[config.mk]
export PLATFORM = sky130hd
export DESIGN_NAME = ms_ctrl
export DESIGN_NICKNAME = d
export VERILOG_FILES = /design/src/rtl/ms_pkg.sv /design/src/rtl/ms_ctrl.sv
export SDC_FILE = /design/constraint.sdc
export NUM_CORES = 1
export LEC_CHECK = 0
export ABC_AREA = 1
export BUFFER_PORTS_ARGS = -buffer_cell sky130_fd_sc_hd__buf_2
export CAP_MARGIN = 20
export CELL_PAD_IN_SITES_DETAIL_PLACEMENT = 0
export CELL_PAD_IN_SITES_GLOBAL_PLACEMENT = 1
export CORE_AREA = 2 2 39 41
export DETAILED_ROUTE_END_ITERATION = 6
export DIE_AREA = 0 0 41 43
export MAX_ROUTING_LAYER = met4
export PLACE_DENSITY = 0.57
export SYNTH_ARGS = -nofsm -noshare
export SYNTH_HDL_FRONTEND = slang
export SYNTH_SLANG_ARGS = --single-unit
[constraint.sdc]
create_clock -name clk -period 1.51 [get_ports clk]
set_input_delay 0.2265 -clock clk [delete_from_list [all_inputs] [get_ports clk]]
set_output_delay 0.2265 -clock clk [all_outputs]
set_load 0.01 [all_outputs]
[src/rtl/ms_pkg.sv]
// shared types and constants of the merge sorter
`default_nettype none

package ms_pkg;

    // default capacity of the element store
    localparam int MAX_ITEMS_DEF = 64;

    // width of one element
    localparam int VALUE_W = 32;

    typedef logic signed [VALUE_W-1:0] value_t;

    // commands from the controller to the datapath
    typedef struct packed {
        logic in_ready;  // load phase, input beats are taken
        logic seg_init;  // set up the next pair of runs
        logic step;      // write one merged element
        logic out_rd;    // address the store with the output index
        logic out_load;  // move one sorted element into the output register
    } ms_cmd_t;

    // status from the datapath to the controller
    typedef struct packed {
        logic sort_done; // run width covers the whole set
        logic seg_last;  // this step writes the last element of the pair
        logic pass_end;  // no pair follows in this pass
        logic out_free;  // output register can take a beat
        logic out_last;  // the element being loaded is the final one
    } ms_sts_t;

endpackage

`default_nettype wire

[src/rtl/ms_ctrl.sv]
// controller: sequences load, merge passes and output of the merge sorter
`default_nettype none

module ms_ctrl (
    input  wire logic            clk,
    input  wire logic            rst_n,
    input  wire logic            in_valid,
    input  wire logic            in_last,
    input  wire ms_pkg::ms_sts_t sts,
    output ms_pkg::ms_cmd_t      cmd
);
    import ms_pkg::*;

    localparam logic [2:0] ST_LOAD = 3'd0;
    localparam logic [2:0] ST_CHK  = 3'd1;
    localparam logic [2:0] ST_SEG  = 3'd2;
    localparam logic [2:0] ST_RD   = 3'd3;
    localparam logic [2:0] ST_MRG  = 3'd4;
    localparam logic [2:0] ST_ORD  = 3'd5;
    localparam logic [2:0] ST_OLD  = 3'd6;

    logic [2:0] state_reg;
    logic [2:0] state_next;

    // next state and commands
    always_comb
    begin
        state_next = state_reg;
        cmd        = '0;
        case (state_reg)
            ST_LOAD:
            begin
                cmd.in_ready = 1'b1;
                if (in_valid && in_last)
                begin
                    state_next = ST_CHK;
                end
            end
            ST_CHK:
            begin
                state_next = sts.sort_done ? ST_ORD : ST_SEG;
            end
            ST_SEG:
            begin
                cmd.seg_init = 1'b1;
                state_next   = ST_RD;
            end
            ST_RD:
            begin
                state_next = ST_MRG;
            end
            ST_MRG:
            begin
                cmd.step = 1'b1;
                if (sts.seg_last)
                begin
                    state_next = sts.pass_end ? ST_CHK : ST_SEG;
                end
                else
                begin
                    state_next = ST_RD;
                end
            end
            ST_ORD:
            begin
                cmd.out_rd = 1'b1;
                state_next = ST_OLD;
            end
            ST_OLD:
            begin
                cmd.out_rd = 1'b1;
                if (sts.out_free)
                begin
                    cmd.out_load = 1'b1;
                    state_next   = sts.out_last ? ST_LOAD : ST_ORD;
                end
            end
            default:
            begin
                state_next = ST_LOAD;
            end
        endcase
    end

    // state register
    always_ff @(posedge clk or negedge rst_n)
    begin
        if (!rst_n)
        begin
            state_reg <= ST_LOAD;
        end
        else
        begin
            state_reg <= state_next;
        end
    end

endmodule

`default_nettype wire

==> results of run 1 <==
cells by family after synthesis:
group                  Yosys count
AO/OA/AOI/OAI                    2
flip-flops                       3
buffers and inverters            9
AND/OR/NAND/NOR                 31
area by class of cell:
class                           count  area [um^2]
Timing Repair Buffer               14         75.1
Clock buffer                        4         26.3
Tap cell                           16         20.0
Multi-Input combinational cell     33          148
Sequential cell                     3         75.1
Inverter                            9         33.8
Fill cell                         186         1010
routing by layer:
layer  routed length, um  track usage (%)  share of wire [%]
met1                 266             11.3                 42
met2                 343             14.1                 55
met3                  18             4.71                2.9
met4                   0             4.00                  0
met5                   0                -                  0
stage by stage:
step	power, W	std cells	worst slack, ps	hold WS (ps)	utilization [%]
after floorplan	0.000436	45	480	-69.1	-
after global placement	0.000560	74	380	23.6	24.7
after detailed placement	0.000553	74	387	23.7	24.7
after CTS	0.000702	79	132	288	27.3
after global routing	0.000771	79	25.2	313	27.3
final	0.000682	79	158	287	27.3
synth_stat cells (all sizes together):
cell | n | area, um^2
dfrtp | 3 | 75.1
inv | 9 | 33.8
nand2 | 16 | 65.1
nand3 | 4 | 20.0
nand4 | 2 | 12.5
nor2 | 9 | 36.3
o21ai | 2 | 13.8
cell usage in the layout (no fill, tap or decap), drive strengths merged:
master	count
buf	13
clkbuf	4
dfrtp	3
dlygate4sd3	1
inv	9
nand2	16
nand3	4
nand4	2
nor2	9
o21ai	2
worst max-delay path, delay by kind of cell (launching register included):
family | cells | cell delay, ps
simple gates | 2 | 220
buf+inv | 2 | 280
flops | 1 | 390
where the power goes:
group	switching [W]	total, W	internal (W)
clock network	0.0000408	0.000140	0.0000990
registers	0.0000481	0.000170	0.000122
logic	0.000229	0.000373	0.000143
total	0.000318	0.000682	0.000364
worst max path at each step:
| stage | cells past startpoint | to | slack, ps | startpoint |
|---|---|---|---|---|
| global placement | 5 | cmd[0] | 380 | state_reg[2] |
| floorplan | 3 | cmd[0] | 480 | state_reg[0] |
| finish | 4 | cmd[2] | 160 | state_reg[1] |
| global route | 4 | cmd[2] | 30 | state_reg[1] |
| CTS | 4 | cmd[0] | 130 | state_reg[0] |
| detailed placement | 4 | cmd[0] | 390 | state_reg[0] |
==> results.md, run 1 <==
* Slew headroom at 86.0%
* Sequential fraction of the synthesis area at roughly 29%
* F_max at 740 MHz
* Placed cell area at 342 um^2
* Gr usage total at around 9.8%
* CP Data Arrival Time at roughly 1100 ps
* CTS clock-pin slew for the worst setup and hold paths at around 40 ps
* Startpoint types: flip-flop
* Largest register FFs at 3
* Final RePlAce weighted congestion at about 0.7
* Unrepaired setup endpoints after global routing: false
* Root buf cell: clkbuf_4
* Skew final at between 6 and 7 ps
* Starting Density at roughly 19%
* Leakage power at approximately 0.24 nW
* Flip-flop and latch count after synthesis at 3
* R2r startpoint: state_reg[0]
* Worst-margin pin slew at around 210 ps
* Fin crit period at approximately 1400 ps
* Largest net degree at the start of global routing at 7
* Power Density at about 1800 nW/um^2
* FF-to-FF End: state_reg[2]
* TritonCTS clock tree: done
* TritonCTS buffer count at 3
* DRT iter0 DRCs at 2
* CP Data Required Time at between 1000 and 1500 ps
* IO Port Bufs at 13
* Layout Nets at 73
* Synth Area in Compound Gates at under 10%
* Post-CTS Hold Buffers at 1
* CTS sink cnt at 3
* Area Overhead vs Synth at 47.3%
* Max H-tree Level at 1
* CP cell instances: inv_1 > nand2_1 > nor2_1 > buf_2
* Status: complete, no violations
* DRT antenna net count at 0
* Yosys warns at 0
* DR vias at 321
* Final hold vios at 0
* Final instance area at around 380 um^2
* Largest stage delay, worst path at between 300 and 400 ps
* Clk buf depth at 2
* Final Setup Violations at 0
* Simple-Gate Fraction of Synth Area at 52.2%
* CP endpoint kind: primary output
* Worst Reg-to-Reg Cells at 6
* Max cap viols at 0
* I/O pins at 14
* Post-synthesis xor/xnor area fraction at 0%
* FP Rows at 14
* Clock insertion delay at the later pin of the skew report at roughly 230 ps
* Synth cell types at 11
* Core Area at 1380 um^2
* Die area at approximately 1800 um^2
* Crit Path Category: reg -> out
* Postcts setup bufs at 0
* Vias in the first global route at approximately 310
* Post-synthesis mux area share at 0%
* Hold endpoint: state_reg[1]
* Crit-path max FO at 5
* Slowest-stage cell, CP: dfrtp_1
* Synth Area per Inst at ~5.7 um^2
* Initial DRT Pass Iterations at 2
* Wire length per cell at slightly below 8 um
* Minimum setup slack among reg-to-reg paths at approximately 430 ps
* Peak supply drop at roughly 0.67 mV
* Worst Hold Class: in -> reg
* Gr ovfl total at 0
* Hold Path Origin: sts[3]
* Fin crit share at 89.5%
* Post-Synth Adder-Cell Area at 0%
* DR DRC count at 0
* Worst Hold Depth at 4
* Max Slew Vio Count at 0
* Vert. Die Dim at ~43 um
* Fraction of layout cells with a size suffix above 1 at 33.3%
* Hpwl dp at approximately 550 um
* Vias/cell at just over 4
* Largest family of logic cells by synthesized area: simple AND/OR/NAND/NOR gates
* Post-Synthesis Cells at 45
* Setup TNS at 0 ps
* Initial antenna violation count at 0
* DRT Wirelength at about 630 um
* Synthesized Nets at 54
* Post-CTS sizing at 0
* Synthesized cell area at approximately 260 um^2
* First-pass GRT wire length at around 1.1 mm
* Antenna fix cells at 0
* Die width at a little over 40 um
Note: power is estimated with default switching activity, not from simulation.
==> inputs of run 2 (changes only) <==
--- a/config.mk
+++ b/config.mk
@@ -14,7 +14,8 @@
 export DETAILED_ROUTE_END_ITERATION = 6
 export DIE_AREA = 0 0 41 43
 export MAX_ROUTING_LAYER = met4
-export PLACE_DENSITY = 0.57
+export PLACE_DENSITY = 0.59
+export SETUP_SLACK_MARGIN = 0.2
 export SYNTH_ARGS = -nofsm -noshare
 export SYNTH_HDL_FRONTEND = slang
 export SYNTH_SLANG_ARGS = --single-unit
==> constraint.sdc (replaced) <==
create_clock -name clk -period 1.1 [get_ports clk]
set_input_delay 0.165 -clock clk [delete_from_list [all_inputs] [get_ports clk]]
set_output_delay 0.165 -clock clk [all_outputs]
set_load 0.01 [all_outputs]
==> run 2 against run 1 <==
Compared with the run above: power up 95%; worst setup slack lost 310 ps; final cell count increased by 11%; clock power is 36% higher; the run now ends with setup timing left; non-clock buffer count grew 9; critical path type unchanged; sequential power increased by 52%; worst hold slack lost 54 ps; global-route usage is 0.22 points higher.
==> results.md, run 2 (synthesized netlist as in run 1, its figures left out) <==
* Final hold vios at 0
* Startpoint types: flip-flop
* TritonCTS clock tree: done
* Comb pwr share at between 60% and 70%
* Clock share of power at around 14%
* Pint at 0.000736 W
* Worst-margin pin slew at between 150 and 200 ps
* DRT Wirelength at between 700 and 800 um
* Crit Path Category: reg -> out
* I/O pins at 14
* Slew headroom at between 80 and 90%
* Sw frac at around 45%
* DR DRC count at 0
* Final RePlAce weighted congestion at slightly above 0.7
* Finished Core Util at between 30% and 40%
* Crit-path max FO at 4
* Clk buf depth at 2
* Initial DRT Pass Iterations at 4
* Leakage power at between 0.2 and 0.3 nW
* Skew final at 1.46 ps
* Gr ovfl total at 0
* DR vias at between 300 and 400
* Max cap viols at 0
* CP Data Required Time at between 900 and 1000 ps
* Fraction of layout cells with a size suffix above 1 at about three fifths
* Sequential fraction of design power at ~20%
* Starting Density at between 10% and 20%
* Status: complete, but fails checks
* P_sw at between 0.0005 and 0.0006 W
* Placed cell area at about 350 um^2
* Area Overhead vs Synth at 96.6%
* Unrepaired setup endpoints after global routing: true
* Power Density at around 2600 nW/um^2
* Antenna fix cells at 0
* Worst Hold Class: in -> reg
* Final Worst Setup Slack at -153 ps
* TritonCTS buffer count at 3
* Root buf cell: clkbuf_4
* Largest net degree at the start of global routing at 6
* Setup TNS at -701 ps
* Peak supply drop at a little under 1 mV
* Failing checks: setup timing
* Largest register FFs at 3
* Final Setup Violations at 7
* Vert. Die Dim at ~43 um
* Initial antenna violation count at 0
* DRT antenna net count at 0
* Core Area at between 1000 and 1500 um^2
* Final instance area at about 500 um^2
* Gr usage total at about 10%
* CP Data Arrival Time at about 1100 ps
* Fin crit share at 114%
* CP endpoint kind: primary output
* Die width at 41 um
* Clock insertion delay at the later pin of the skew report at between 200 and 250 ps
* Layout Nets at 82
* F_max at roughly 800 MHz
* FP Rows at 14
* DRT iter0 DRCs at 10
* CTS sink cnt at 3
* Most frequent cells in the layout: buf_2, nand2_1, buf_4
* Vias/cell at between 4 and 5
* Fin crit period at ~1300 ps
* Die area at between 1500 and 2000 um^2
* First-pass GRT wire length at 1.12 mm
* Max H-tree Level at 1
* IO Port Bufs at 13
* Hpwl dp at between 500 and 600 um
* Commonest non-fill, non-tap cell in the layout: buf_2
* CTS clock-pin slew for the worst setup and hold paths at roughly 40 ps
* Vias in the first global route at 310
* Wire length per cell at 8.85 um
* Max Slew Vio Count at 0
==> run 2: cell count changes in the layout (fill, tap and decap cells not counted), sizes merged <==
| cell | before | now |
|---|---|---|
| buf | 13 | 22 |
==> run 2: area by class of cell <==
cell class | count | area, um^2
Inverter | 9 | 33.8
Multi-Input combinational cell | 33 | 193
Sequential cell | 3 | 76.3
Timing Repair Buffer | 23 | 155
Clock buffer | 4 | 26.3
Fill cell | 160 | 880
Tap cell | 16 | 20.0
==> run 2: critical path: stages, from the launching register on <==
cell     delay (ps)
dfrtp_1         410
nand2_2         100
nor2_4          120
inv_2            40
nor2_2           60
buf_2           120
==> run 2: what timing repair did <==
| action | 4_1_cts | 5_1_grt |
|---|---|---|
| resized for setup | 8 | 9 |
| pin swaps | 5 | 4 |
| endpoints found under the hold margin | 3 | 0 |
| endpoints found under the setup margin | 8 | 8 |
| buffers inserted | 7 | 1 |
| hold buffers | 1 | 0 |
==> run 2: per-layer routing <==
| layer | vias up | share of wire, % | global-route usage [%] |
|---|---|---|---|
| met5 | - | 0 | - |
| met4 | 0 | 0 | 2.00 |
| met3 | 0 | 3.6 | 6.28 |
| met2 | 6 | 58 | 15.3 |
| met1 | 168 | 39 | 10.7 |
| li1 | 189 | - | - |
==> run 2: worst paths after layout <==
check	startpoint	slack [ps]	depth (start not counted)	to
setup / recovery	state_reg[2]	-150	5	cmd[0]
hold / removal	sts[3]	230	4	state_reg[1]
setup reg to reg	state_reg[2]	-20	8	state_reg[2]
hold reg to reg	state_reg[0]	640	2	state_reg[1]
max in group asynchronous	rst_n	730	2	state_reg[0]
min in group asynchronous	rst_n	260	2	state_reg[1]
==> run 2: stage by stage <==
stage | hold WS, ps | cells | setup WS, ps | total power, W
4_1_cts | 228 | 87 | -148 | 0.00118
6_report | 232 | 88 | -153 | 0.00133
3_5_place_dp | -37.0 | 75 | 36.7 | 0.000771
2_1_floorplan | -131 | 45 | 153 | 0.000609
3_3_place_gp | -37.4 | 75 | 6.99 | 0.000789
5_1_grt | 230 | 88 | -256 | 0.00146
==> run 2: power by group through the flow <==
| stage | clock network (W) | registers, W | logic (W) |
|---|---|---|---|
| 6_report | 0.000191 | 0.000259 | 0.000879 |
| 2_1_floorplan | 0 | 0.000222 | 0.000387 |
| 4_1_cts | 0.000204 | 0.000241 | 0.000734 |
| 5_1_grt | 0.000217 | 0.000262 | 0.000983 |
| 3_5_place_dp | 0 | 0.000237 | 0.000535 |
| 3_3_place_gp | 0 | 0.000239 | 0.000551 |
